**config.mk**
```make
export PLATFORM = sky130hd
export DESIGN_NAME = bsdc_front
export DESIGN_NICKNAME = d
export VERILOG_FILES = /design/src/design/bsdc_pkg.sv /design/src/design/bsdc_front.sv
export SDC_FILE = /design/constraint.sdc
export NUM_CORES = 1
export LEC_CHECK = 0
export BUFFER_PORTS_ARGS = -buffer_cell sky130_fd_sc_hd__buf_2
export CAP_MARGIN = 10
export CORE_ASPECT_RATIO = 1.5
export CORE_MARGIN = 1
export CORE_UTILIZATION = 35
export CTS_CLUSTER_DIAMETER = 30
export DETAILED_ROUTE_END_ITERATION = 6
export GPL_TIMING_DRIVEN = 0
export PLACE_DENSITY = 0.69
export REMOVE_ABC_BUFFERS = 1
export SLEW_MARGIN = 40
export SYNTH_ARGS = -nofsm -noshare
export SYNTH_HDL_FRONTEND = slang
export SYNTH_SLANG_ARGS = --single-unit
```
**constraint.sdc**
```tcl
create_clock -name clock -period 6.6 [get_ports clock]
set_input_delay 1.32 -clock clock [delete_from_list [all_inputs] [get_ports clock]]
set_output_delay 1.32 -clock clock [all_outputs]
set_load 0.02 [all_outputs]
```
**src/design/bsdc_pkg.sv**
```systemverilog
`timescale 1ns / 1ps
`default_nettype none
// ----------------------------------------------------------------------------
// bsdc_pkg
// Shared types and constants for the buffered setpoint drive controller.
// ----------------------------------------------------------------------------
package bsdc_pkg;

   // Commands carried by an input item
   typedef enum logic [1:0] {
      CMD_PUSH  = 2'd0,
      CMD_TICK  = 2'd1,
      CMD_APPLY = 2'd2,
      CMD_NONE  = 2'd3
   } cmd_type;

   // Output modes
   localparam logic [1:0] MODE_NONE    = 2'd0;
   localparam logic [1:0] MODE_MOD     = 2'd1;
   localparam logic [1:0] MODE_VOLTAGE = 2'd2;
   localparam logic [1:0] MODE_CURRENT = 2'd3;

   // Bridge channel modes
   localparam logic [1:0] CH_NORMAL   = 2'd0;
   localparam logic [1:0] CH_INVERTED = 2'd1;
   localparam logic [1:0] CH_INACTIVE = 2'd2;
   localparam logic [1:0] CH_OFF      = 2'd3;

   // Register map
   localparam int CSR_IDX_W  = 3;
   localparam int CSR_DATA_W = 31;
   localparam logic [CSR_IDX_W-1:0] REG_OUTPUT_MODE  = 3'd0;
   localparam logic [CSR_IDX_W-1:0] REG_PWM_BIPOLAR  = 3'd1;
   localparam logic [CSR_IDX_W-1:0] REG_MAX_DUTY     = 3'd2;
   localparam logic [CSR_IDX_W-1:0] REG_TIMER_PERIOD = 3'd3;
   localparam logic [CSR_IDX_W-1:0] REG_INTERP_STEPS = 3'd4;
   localparam logic [CSR_IDX_W-1:0] REG_FILTER_CONST = 3'd5;
   localparam logic [CSR_IDX_W-1:0] REG_GAIN_PROP    = 3'd6;
   localparam logic [CSR_IDX_W-1:0] REG_GAIN_INTEG   = 3'd7;

   // Register reset values
   localparam logic [15:0] MAX_DUTY_RST     = 16'd31130;
   localparam logic [15:0] TIMER_PERIOD_RST = 16'd4200;
   localparam logic [16:0] FILTER_CONST_RST = 17'd6554;

   // Divider widths
   localparam int DIV_NUM_W = 48;
   localparam int DIV_DEN_W = 31;

   typedef struct packed {
      logic [1:0]          command;
      logic signed [31:0]  sample_value;
      logic signed [31:0]  current_a;
      logic signed [31:0]  current_b;
      logic [30:0]         supply_volts;
      logic                fault_active;
   } req_type;

   typedef struct packed {
      logic [15:0]         duty;
      logic [1:0]          chan_one_mode;
      logic [1:0]          chan_three_mode;
      logic                is_running;
      logic signed [15:0]  modulation_now;
      logic signed [31:0]  filtered_current;
      logic [9:0]          ring_fill;
      logic                push_dropped;
   } rsp_type;

   // Classified item passed from front to back
   typedef struct packed {
      cmd_type op;
      req_type req;
   } job_type;

   typedef struct packed {
      logic                 start;
      logic [DIV_NUM_W-1:0] num;
      logic [DIV_DEN_W-1:0] den;
   } div_req_type;

   typedef struct packed {
      logic                 done;
      logic [DIV_NUM_W-1:0] quo;
      logic                 rem_nz;
   } div_rsp_type;

   typedef enum logic [4:0] {
      S_IDLE, S_DISPATCH, S_LP_MUL, S_LP_ADD, S_POP, S_INT_MUL, S_INT_START,
      S_INT_DIV, S_DELIVER, S_RATIO, S_RATIO_DIV, S_PI_ERR, S_PI_MP, S_PI_MI,
      S_PI_SUM, S_APPLY, S_DUTY, S_RESP
   } back_state_type;

   // Saturate to 32-bit signed
   function automatic logic signed [31:0] sat32(input logic signed [63:0] x);
      logic signed [63:0] hi;
      logic signed [63:0] lo;
      hi = 64'sh0000_0000_7FFF_FFFF;
      lo = -64'sh0000_0000_8000_0000;
      if (x > hi) begin
         return 32'sh7FFF_FFFF;
      end else if (x < lo) begin
         return 32'sh8000_0000;
      end
      return x[31:0];
   endfunction

endpackage
`default_nettype wire

```
**src/design/bsdc_front.sv**
```systemverilog
`timescale 1ns / 1ps
`default_nettype none
// ----------------------------------------------------------------------------
// bsdc_front
// Accepts items, classifies the command and queues them for the back end.
// ----------------------------------------------------------------------------
module bsdc_front
   import bsdc_pkg::*;
(
   input  wire logic    clock,
   input  wire logic    reset,
   input  wire logic    req_valid,
   output logic         req_ready,
   input  wire req_type req_data,
   output logic         job_valid,
   input  wire logic    job_ready,
   output job_type      job
);

   job_type    q_ff [2];
   logic       wr_ptr_ff, wr_ptr_in;
   logic       rd_ptr_ff, rd_ptr_in;
   logic [1:0] cnt_ff, cnt_in;
   logic       push, pop;

   assign req_ready = (cnt_ff != 2'd2);
   assign job_valid = (cnt_ff != 2'd0);
   assign job       = q_ff[rd_ptr_ff];
   assign push      = req_valid && req_ready;
   assign pop       = job_valid && job_ready;

   // Advance queue pointers and count
   always_comb begin
      wr_ptr_in = push ? ~wr_ptr_ff : wr_ptr_ff;
      rd_ptr_in = pop  ? ~rd_ptr_ff : rd_ptr_ff;
      cnt_in    = cnt_ff + {1'b0, push} - {1'b0, pop};
   end

   always_ff @(posedge clock) begin
      if (reset) begin
         wr_ptr_ff <= 1'b0;
         rd_ptr_ff <= 1'b0;
         cnt_ff    <= 2'd0;
      end else begin
         wr_ptr_ff <= wr_ptr_in;
         rd_ptr_ff <= rd_ptr_in;
         cnt_ff    <= cnt_in;
      end
      // Store the classified item
      if (push) begin
         q_ff[wr_ptr_ff].op  <= cmd_type'(req_data.command);
         q_ff[wr_ptr_ff].req <= req_data;
      end
   end

`ifndef SYNTH
   a_cnt_bound: assert property (@(posedge clock) disable iff (reset)
      cnt_ff != 2'd3)
      else $error("queue count overflow");
   a_ptr_match: assert property (@(posedge clock) disable iff (reset)
      (cnt_ff == 2'd0 || cnt_ff == 2'd2) |-> wr_ptr_ff == rd_ptr_ff)
      else $error("queue pointers out of step");
   a_one_ptr: assert property (@(posedge clock) disable iff (reset)
      cnt_ff == 2'd1 |-> wr_ptr_ff != rd_ptr_ff)
      else $error("queue pointers out of step");
`endif

endmodule
`default_nettype wire

```
==> metrics.md, run 1 <==
| Metric | Value |
|---|---|
| Status | finished clean |
| Setup-failing EPs final | 0 |
| Setup TNS | 0 ps |
| Combined area of the multi-input logic cells | 1620 sq um |
| Clk_skew | 16.9 ps |
| Post-route antenna net violation count | 0 |
| Worst vdd ir | 0.352 mV |
| CTS resizes | 0 |
| Fin crit share | 0.532 |
| Crit-path cells | buf_12 > buf_12 > mux2_2 > buf_2 |
| Worst Setup Slack, final | 3090 ps |
| Switching share of power | 0.276 |
| Yosys reg bits | 265 |
| Top-Level Pins | 268 |
| WL/cell | 17.7 um |
| Net Sw Power | 0.00149 W |
| CTS max path bufs | 3 |
| Worst setup EP type | primary output |
| Clk network pwr share | 0.422 |
| Hold_buf cts | 0 |
| Worst-Skew Late Latency | 530 ps |
| Vias in the first global route | 5,370 |
| # DRC | 0 |
| First-pass GRT wire length | 28,300 um |
| Hold Vio Cnt, Final | 0 |
| Placeable Area | 27,200 sq um |
| Count of different cell masters after synthesis | 25 |
| F_max | 285 MHz |
| Clock Sinks | 265 |
| Area delta synth->final | 33.8% |
| Share of post-route cells with drive strength above 1 | 0.629 |
| Worst-path clk slew | 50 ps |
| CP peak stage delay | 560 ps |
| CTS Buf Count | 42 |
| Die Wd | 138 um |
| Final net count | 872 |
| Share of the yosys chip area belonging to registers | 0.817 |
| WP data required | 5280 ps |
| Root Buffer | clkbuf_16 |
| Height of the die | 206 um |
| CTS tree | yes |
| DP Worst Slack | 3610 ps |
| Pwr Density | 417 nW/um^2 |
| Sequential power share | 0.389 |
| Final WL | 19,800 um |
| DP Wirelength | 13,000 um |
| HP Class | flop to flop |
| Gate power share | 0.189 |
| Commonest non-fill, non-tap cell in the layout | buf_2 |
| Row count | 74 |
| Commonest cells after routing, fill and taps aside | buf_2 (267), edfxtp_1 (260), mux2_2 (130) |
| Final core occ | 0.476 |
| # placed instances | 1,035 |
| Cell with the most instances on the worst path | buf_12 |
| Port Buffers | 267 |
| Critical path class | flop to primary output |
| Setup Buffers After CTS | 0 |
| GPL Wtd Cong | 0.714 |
| Least-Margin Pin Slew | 468 ps |
| Rel. slew slack | 0.688 |
| RSZ-0062 raised after global routing | false |
| MaxCap Viol Count | 0 |
| Pre-antenna DRT Iters | 4 |
| Final worst path period need | 3510 ps |
| CP max stage cell | dfxtp_4 |
| Die ar. | 28,300 sq um |
| Gate Count Post-Synth | 435 |
| Hold slack final | 518 ps |
| Vias post-DR | 5,112 |
| Leakage | 4.86 nW |
| Crit Path Max Fanout | 38 |
| Vias per cell | 4.58 |
| Slew Limit Fails | 0 |
| Initial antenna violation count | 4 |
| Total GRT Usage | 0.136 |
| Fin cells | 1,115 |
| 1st-iter DRT viols | 187 |
| H-tree lvl count | 2 |
| Cell area after synthesis | 9680 sq um |
| Sequential cell area | 7910 sq um |
| Setup crit start kind | flop |
| Filler cells | 2,341 |
| Starting Density | 0.356 |
| Mean Syn Cell Area | 22.2 sq um |
| GRT overflow | 0 |
| Internal power | 0.00390 W |
| Crit path DAT | 2190 ps |
| YS warnings | 0 |
| Largest net degree at the start of global routing | 71 |
==> state kept, by name, indices dropped and copies added (netlist names), named ones only <==
register and count:
cnt_ff 2, q_ff 260, rd_ptr_ff 1, wr_ptr_ff 1
==> through the flow <==
step                cell area (sq um)  power [W]
floorplan                        9530    0.00282
global placement                11300    0.00321
detailed placement              11500    0.00317
CTS                             12900    0.00548
global route                    12900    0.00560
finish                          12900    0.00539
==> power by group through the flow <==
stage | Combinational [W] | Sequential [W] | Clock, W
detailed placement | 0.00103 | 0.00213 | 0
floorplan | 0.000639 | 0.00218 | 0
finish | 0.00102 | 0.00210 | 0.00228
CTS | 0.00104 | 0.00210 | 0.00234
global placement | 0.000980 | 0.00223 | 0
global route | 0.00109 | 0.00211 | 0.00240
==> area by class of cell <==
class                      instances  share of cell area
clock buffer                      44              0.0818
sequential                       265               0.611
timing repair buffer             274               0.115
multi-input combinational        153               0.125
clock inverter                    34              0.0329
antenna                            2            0.000387
inverter                           1            0.000870
tap                              342              0.0331
==> per-layer routing <==
layer / track usage / share of wire
met1: 0.127 / 0.32
met2: 0.250 / 0.56
met3: 0.0466 / 0.078
met4: 0.0800 / 0.044
met5: 0 / 0.0018
==> cells in the mapped netlist (all sizes together) <==
cell | count | area (sq um)
nor2b | 1 | 6.26
a21oi | 1 | 5.00
mux2 | 130 | 1460
a21bo | 1 | 10.0
o21ai | 2 | 10.0
nand3 | 1 | 5.00
nand3b | 1 | 7.51
inv | 1 | 3.75
nor4bb | 1 | 10.0
xor2 | 1 | 8.76
ha | 1 | 12.5
or2 | 1 | 6.26
nand2b | 1 | 6.26
nor2 | 4 | 15.0
and3 | 2 | 12.5
nor4 | 1 | 6.26
buf | 16 | 150
o31a | 1 | 8.76
nor3 | 1 | 5.00
edfxtp | 260 | 7810
dfxtp | 5 | 100
and2b | 1 | 7.51
o21ba | 1 | 10.0
==> critical path, delay by kind of cell, from the launching register on <==
kind | cells | cell delay [ps]
buf+inv | 3 | 690
mux | 1 | 380
flops | 1 | 560
==> kinds of logic after synthesis <==
kind of cell / count (synthesis) / share of synthesized area
multiplexers: 130 / 0.151
AND/OR/NAND/NOR: 15 / 0.00905
buffers and inverters: 17 / 0.0159
flip-flops: 265 / 0.817
AO/OA/AOI/OAI: 6 / 0.00452
adder cells (fa/ha/maj): 1 / 0.00129
XOR/XNOR: 1 / 0.000905
==> worst paths after layout <==
| kind | to | depth (start not counted) | slack, ps | startpoint |
|---|---|---|---|---|
| max | job[18] | 4 | 3090 | flop |
| min | flop | 2 | 520 | rd_ptr_ff |
| max reg2reg | q_ff[0][109] | 4 | 4600 | cnt_ff[0] |
| min reg2reg | flop | 2 | 520 | rd_ptr_ff |
(Power assumes the default switching activity.)
==> run 2, diff against run 1 <==
Settings changed: PLACE_DENSITY 0.69 to 0.71.
Clock period 6.6 ns to 2.9 ns, I/O delays scaled along.
==> run 2 against run 1 <==
- first-iteration DRC count grew 23%
- critical path depth shrank 1
- clock power grew 130%
- critical endpoint is now job[11]
- setup slack lost 2700 ps
- count of clock-buffer cells in the layout grew 4
- register-to-register slack lost 3700 ps
- die area is the same
- combinational power grew 130%
==> metrics.md, run 2 (same netlist as run 1, synthesis figures left out) <==
| Metric | Value |
|---|---|
| Largest Register | q_ff |
| HP Class | input pin to flop |
| Post-route cell area | 13,000 sq um (+0.54%) |
| First-pass GRT wire length | 28,900 um (+2.1%) |
| Buf/Inv on CP | 2 (-1) |
| Max FFs per register | 260 (unchanged) |
| WP data required | 2320 ps (-2960 ps) |
| DP Worst Slack | 686 ps (-2930 ps) |
| F_max | 402 MHz |
| Worst setup EP type | primary output |
| DP Wirelength | 13,500 um (+4.4%) |
| Crit path DAT | 1910 ps (-280 ps) |
| CTS tree | yes |
| Sequential cell area | 7910 sq um (unchanged) |
| Vias in the first global route | 5,397 (+0.50%) |
| Crit-path cells | buf_12 > mux2_2 > buf_2 |
| 1st-iter DRT viols | 230 (+23%) |
| Slew Limit Fails | 0 (unchanged) |
| Final worst path period need | 2490 ps |
| Top Registers | q_ff x260, cnt_ff x2 |
| GPL Wtd Cong | 0.711 (-0.38%) |
| Worst-path clk slew | 60 ps (about the same) |
| Rel. slew slack | 0.671 (-0.0171) |
| Commonest non-fill, non-tap cell in the layout | buf_2 |
| Placeable Area | 27,200 sq um (unchanged) |
| Worst Setup Slack, final | 415 ps (-2680 ps) |
| Initial antenna violation count | 5 (+1) |
| Hold_buf cts | 0 (unchanged) |
| Largest net degree at the start of global routing | 71 (unchanged) |
| Vias post-DR | 5,177 (+1.3%) |
| Worst vdd ir | 0.732 mV (+110%) |
| Least-Margin Pin Slew | 494 ps (+25.7 ps) |
| CP top delay family | flip-flops |
| Post-route antenna net violation count | 0 (unchanged) |
| Clock Sinks | 265 (unchanged) |
| Die Wd | 138 um (unchanged) |
| CP peak stage delay | 550 ps (about the same) |
| Row count | 74 (unchanged) |
| Commonest cells after routing, fill and taps aside | buf_2 (267), edfxtp_1 (260), mux2_2 (130) |
| Pre-antenna DRT Iters | 5 (+1) |
| Filler cells | 2,343 (+0.085%) |
| CP max stage cell | dfxtp_4 |
| Port Buffers | 267 (unchanged) |
| Area delta synth->final | 34.5% |
| Clk_skew | 11.4 ps (-5.49 ps) |
| Setup-failing EPs final | 0 (unchanged) |
| Final WL | 20,200 um (+2.4%) |
| Setup Buffers After CTS | 0 (unchanged) |
| Final net count | 873 (+0.11%) |
| Combined area of the multi-input logic cells | 1620 sq um (unchanged) |
| Setup crit start kind | flop |
| Area after DPL | 11,500 sq um (+0.17%) |
| Crit Path Max Fanout | 38 (unchanged) |
| Height of the die | 206 um (unchanged) |
| Critical path class | flop to primary output |
| Vias per cell | 4.64 (+1.2%) |
| RSZ-0062 raised after global routing | false |
| WL/cell | 18.1 um (+2.3%) |
| Starting Density | 0.356 (unchanged) |
| Leakage | 4.88 nW (+0.49%) |
| Share of post-route cells with drive strength above 1 | 0.628 (-0.000815) |
| Worst-Skew Late Latency | 520 ps (about the same) |
| GRT overflow | 0 (unchanged) |
| Total GRT Usage | 0.139 (+0.00290) |
| MaxCap Viol Count | 0 (unchanged) |
| Root Buffer | clkbuf_16 |
| Hold Vio Cnt, Final | 0 (unchanged) |
| Pwr Density | 952 nW/um^2 (+130%) |
| Fin crit share | 0.857 |
| Top-Level Pins | 268 (unchanged) |
| CTS Buf Count | 42 (unchanged) |
| H-tree lvl count | 2 (unchanged) |
| # DRC | 0 (unchanged) |
| Die ar. | 28,300 sq um (unchanged) |
| Status | finished clean |
| CTS max path bufs | 3 (unchanged) |
| CTS resizes | 0 (unchanged) |
## run 2: changes by cell type in the layout (fill, tap and decap cells not counted), moves of 2 or more
cell,change
clkbuf_8,+2
clkinv_4,-3
clkinv_8,+2
clkinv_1,+2
clkbuf_16,+3
clkinv_2,-3
inv_8,-3
## run 2: final timing paths
kind | startpoint | endpoint | slack, ps | cells past startpoint
setup / recovery | flop | job[11] | 410 | 3
hold / removal | req_data[95] | q_ff[0][95] | 240 | 1
setup reg to reg | cnt_ff[0] | q_ff[0][11] | 850 | 4
hold reg to reg | rd_ptr_ff | flop | 510 | 2
## run 2: routing by layer
metal,share of wire,vias up,track usage
met3,0.070,57,0.0407
met4,0.037,6,0.0730
li1,-,2360,-
met2,0.57,208,0.268
met1,0.32,2546,0.126
met5,0.0020,-,0
## run 2: report_power, final
part	switching, W	internal (W)
Sequential	0.000124	0.00465
Clock	0.00188	0.00340
Combinational	0.00138	0.000957
Total	0.00338	0.00901
## run 2: final cells by class
type / instances / share of cell area
clock inverter: 30 / 0.0289
multi-input combinational: 153 / 0.125
clock buffer: 48 / 0.0889
tap: 342 / 0.0329
antenna: 2 / 0.000385
sequential: 265 / 0.608
inverter: 1 / 0.000865
timing repair buffer: 275 / 0.116
## run 2: stage by stage
stage | std cells | setup TNS (ps) | util | total power (W) | hold slack [ps]
2_1_floorplan | 419 | -484540 | - | 0.00642 | 472
3_3_place_gp | 1028 | -1217640 | 0.415 | 0.00733 | 486
3_5_place_dp | 1036 | 0 | 0.422 | 0.00724 | 494
4_1_cts | 1114 | 0 | 0.478 | 0.0126 | 208
5_1_grt | 1115 | 0 | 0.478 | 0.0129 | 215
6_report | 1116 | 0 | 0.478 | 0.0124 | 240
## run 2: worst register-to-register path, cell delays in order, from the launching register on
cell      delay, ps
dfxtp_1         420
nand2b_1        200
nand3b_1        230
inv_8           400
buf_16          380
==> run 3, diff against run 2 <==
Settings changed: BUFFER_PORTS_ARGS -buffer_cell sky130_fd_sc_hd__buf_2 to unset, DONT_BUFFER_PORTS set to 1, PLACE_DENSITY 0.71 to 0.63.
==> run 3 against run 2 <==
- final cell count shrank 25%
- combinational power shrank 21%
- power shrank 7.5%
- maximum frequency shrank 9.0%
- clock power shrank 8.7%
- setup slack lost 240 ps
- global-route usage shrank 1.3 points
- clock skew shrank 0.58 ps
- sequential power is essentially flat
- critical path type unchanged
- highest routed layer is now met4
==> metrics.md, run 3 (same netlist as run 1, synthesis figures left out) <==
| Metric | Value |
|---|---|
| Hold depth | 1 (unchanged) |
| F_max | 366 MHz (-9.0%) |
| GPL Wtd Cong | 0.715 (+0.52%) |
| HP Class | input pin to flop |
| Crit path DAT | 2150 ps (+240 ps) |
| Share of post-route cells with drive strength above 1 | 0.421 (-0.208) |
| Commonest cells after routing, fill and taps aside | edfxtp_1 (260), mux2_2 (130), clkbuf_16 (41) |
| Final worst path period need | 2730 ps (+245 ps) |
| Die ar. | 28,300 sq um (unchanged) |
| Net Sw Power | 0.00310 W (-8.2%) |
| N_diodes | 0 (-2) |
| Combined area of the multi-input logic cells | 1620 sq um (unchanged) |
| Gate power share | 0.161 (-0.028) |
| Register-to-Register Path Depth | 4 (unchanged) |
| Die Wd | 138 um (unchanged) |
| CTS resizes | 0 (unchanged) |
| GRT overflow | 0 (unchanged) |
| Worst vdd ir | 0.517 mV (-29%) |
| Vias post-DR | 4,063 (-22%) |
| Final core occ | 0.423 (-0.0554) |
| WP data required | 2320 ps (about the same) |
| Critical path class | flop to primary output |
| Sequential cell area | 7910 sq um (unchanged) |
| RSZ-0062 raised after global routing | false |
| Status | finished clean |
| Vias in the first global route | 4,391 (-19%) |
| First-pass GRT wire length | 25,400 um (-12%) |
| Fin cells | 839 (-25%) |
| DP Wirelength | 12,400 um (-8.3%) |
| Hold_buf cts | 0 (unchanged) |
| Pwr Density | 996 nW/um^2 (+4.6%) |
| Final WL | 18,500 um (-8.8%) |
| Setup Buffers After CTS | 0 (unchanged) |
| Least-Margin Pin Slew | 528 ps (+34.0 ps) |
| Row count | 74 (unchanged) |
| Setup crit start kind | flop |
| Pre-antenna DRT Iters | 4 (-1) |
| Final net count | 602 (-31%) |
| Slew Limit Fails | 0 (unchanged) |
| Filler cells | 2,379 (+1.5%) |
| Sequential power share | 0.419 (+0.033) |
| Height of the die | 206 um (unchanged) |
| CTS max path bufs | 3 (unchanged) |
| Switching share of power | 0.271 (-0.00214) |
| Largest Register | q_ff |
| Clk network pwr share | 0.420 (-0.006) |
| Max FFs per register | 260 (unchanged) |
| Starting Density | 0.356 (unchanged) |
| 1st-iter DRT viols | 175 (-24%) |
| CTS tree | yes |
| Top Registers | q_ff x260, cnt_ff x2 |
| Initial antenna violation count | 0 (-5) |
| Vias per cell | 4.84 (+4.4%) |
| MaxCap Viol Count | 0 (unchanged) |
| DP Worst Slack | 637 ps (-48.6 ps) |
| Setup-failing EPs final | 0 (unchanged) |
| Placeable Area | 27,200 sq um (unchanged) |
| WL/cell | 22.0 um (+21%) |
| Commonest non-fill, non-tap cell in the layout | edfxtp_1 |
| Hold Vio Cnt, Final | 0 (unchanged) |
| Internal power | 0.00836 W (-7.2%) |
| Rel. slew slack | 0.648 (-0.0227) |
| Worst-path clk slew | 50 ps (about the same) |
| Worst setup EP type | primary output |
| Port Buffers | 0 (-100%) |
| Clock Sinks | 265 (unchanged) |
| Total power | 0.0115 W (-7.5%) |
| Area after DPL | 10,100 sq um (-12%) |
| Leakage | 3.74 nW (-23%) |
| Top-Level Pins | 268 (unchanged) |
| # DRC | 0 (unchanged) |
| H-tree lvl count | 2 (unchanged) |
| Root Buffer | clkbuf_16 |
| Crit Path Max Fanout | 37 (-2.6%) |
| Total GRT Usage | 0.126 (-0.0134) |
| Worst Setup Slack, final | 170 ps (-245 ps) |
| Worst-Skew Late Latency | 510 ps (about the same) |
| Post-route antenna net violation count | 0 (unchanged) |
| Post-route cell area | 11,500 sq um (-12%) |
| Clk_skew | 10.9 ps (-0.576 ps) |
| Largest net degree at the start of global routing | 74 (+4.2%) |
| # placed instances | 768 (-26%) |
| CTS Buf Count | 39 (-7.1%) |
| Fin crit share | 0.941 (+0.0844) |
| Area delta synth->final | 18.9% |
-- run 3: layout make-up --
class	count	share of cell area
Tap cell	342	0.0372
Timing Repair Buffer	7	0.0128
Clock inverter	27	0.0304
Inverter	1	0.000979
Clock buffer	44	0.0901
Sequential cell	265	0.688
Multi-Input combinational cell	153	0.141
-- run 3: path summary, 6_finish.rpt --
kind | startpoint | endpoint | slack, ps
min reg2reg | rd_ptr_ff | flop | 520
max reg2reg | cnt_ff[0] | q_ff[0][114] | 670
min | reset | flop | 140
max | flop | job[129] | 170
-- run 3: routing by layer --
metal | global-route usage | wire [um]
met1 | 0.105 | 5440
met2 | 0.240 | 10500
met3 | 0.0478 | 1670
met4 | 0.0749 | 863
met5 | 0 | 0
-- run 3: power groups by stage --
| stage | logic (W) | clock network (W) | registers [W] |
|---|---|---|---|
| finish | 0.00185 | 0.00481 | 0.00480 |
| floorplan | 0.00145 | 0 | 0.00497 |
| global placement | 0.00172 | 0 | 0.00506 |
| detailed placement | 0.00188 | 0 | 0.00488 |
| CTS | 0.00189 | 0.00493 | 0.00481 |
| global route | 0.00194 | 0.00505 | 0.00484 |
-- run 3: worst max-delay path, stage by stage, from the launching register on --
cell and delay [ps]:
dfxtp_4 690, buf_12 260, buf_12 210, mux2_2 470
-- run 3: through the flow --
stage	hold WS, ps	TNS, ps
floorplan	472	-484540
global placement	484	-1036990
detailed placement	512	0
CTS	101	0
global route	108	0
finish	137	0
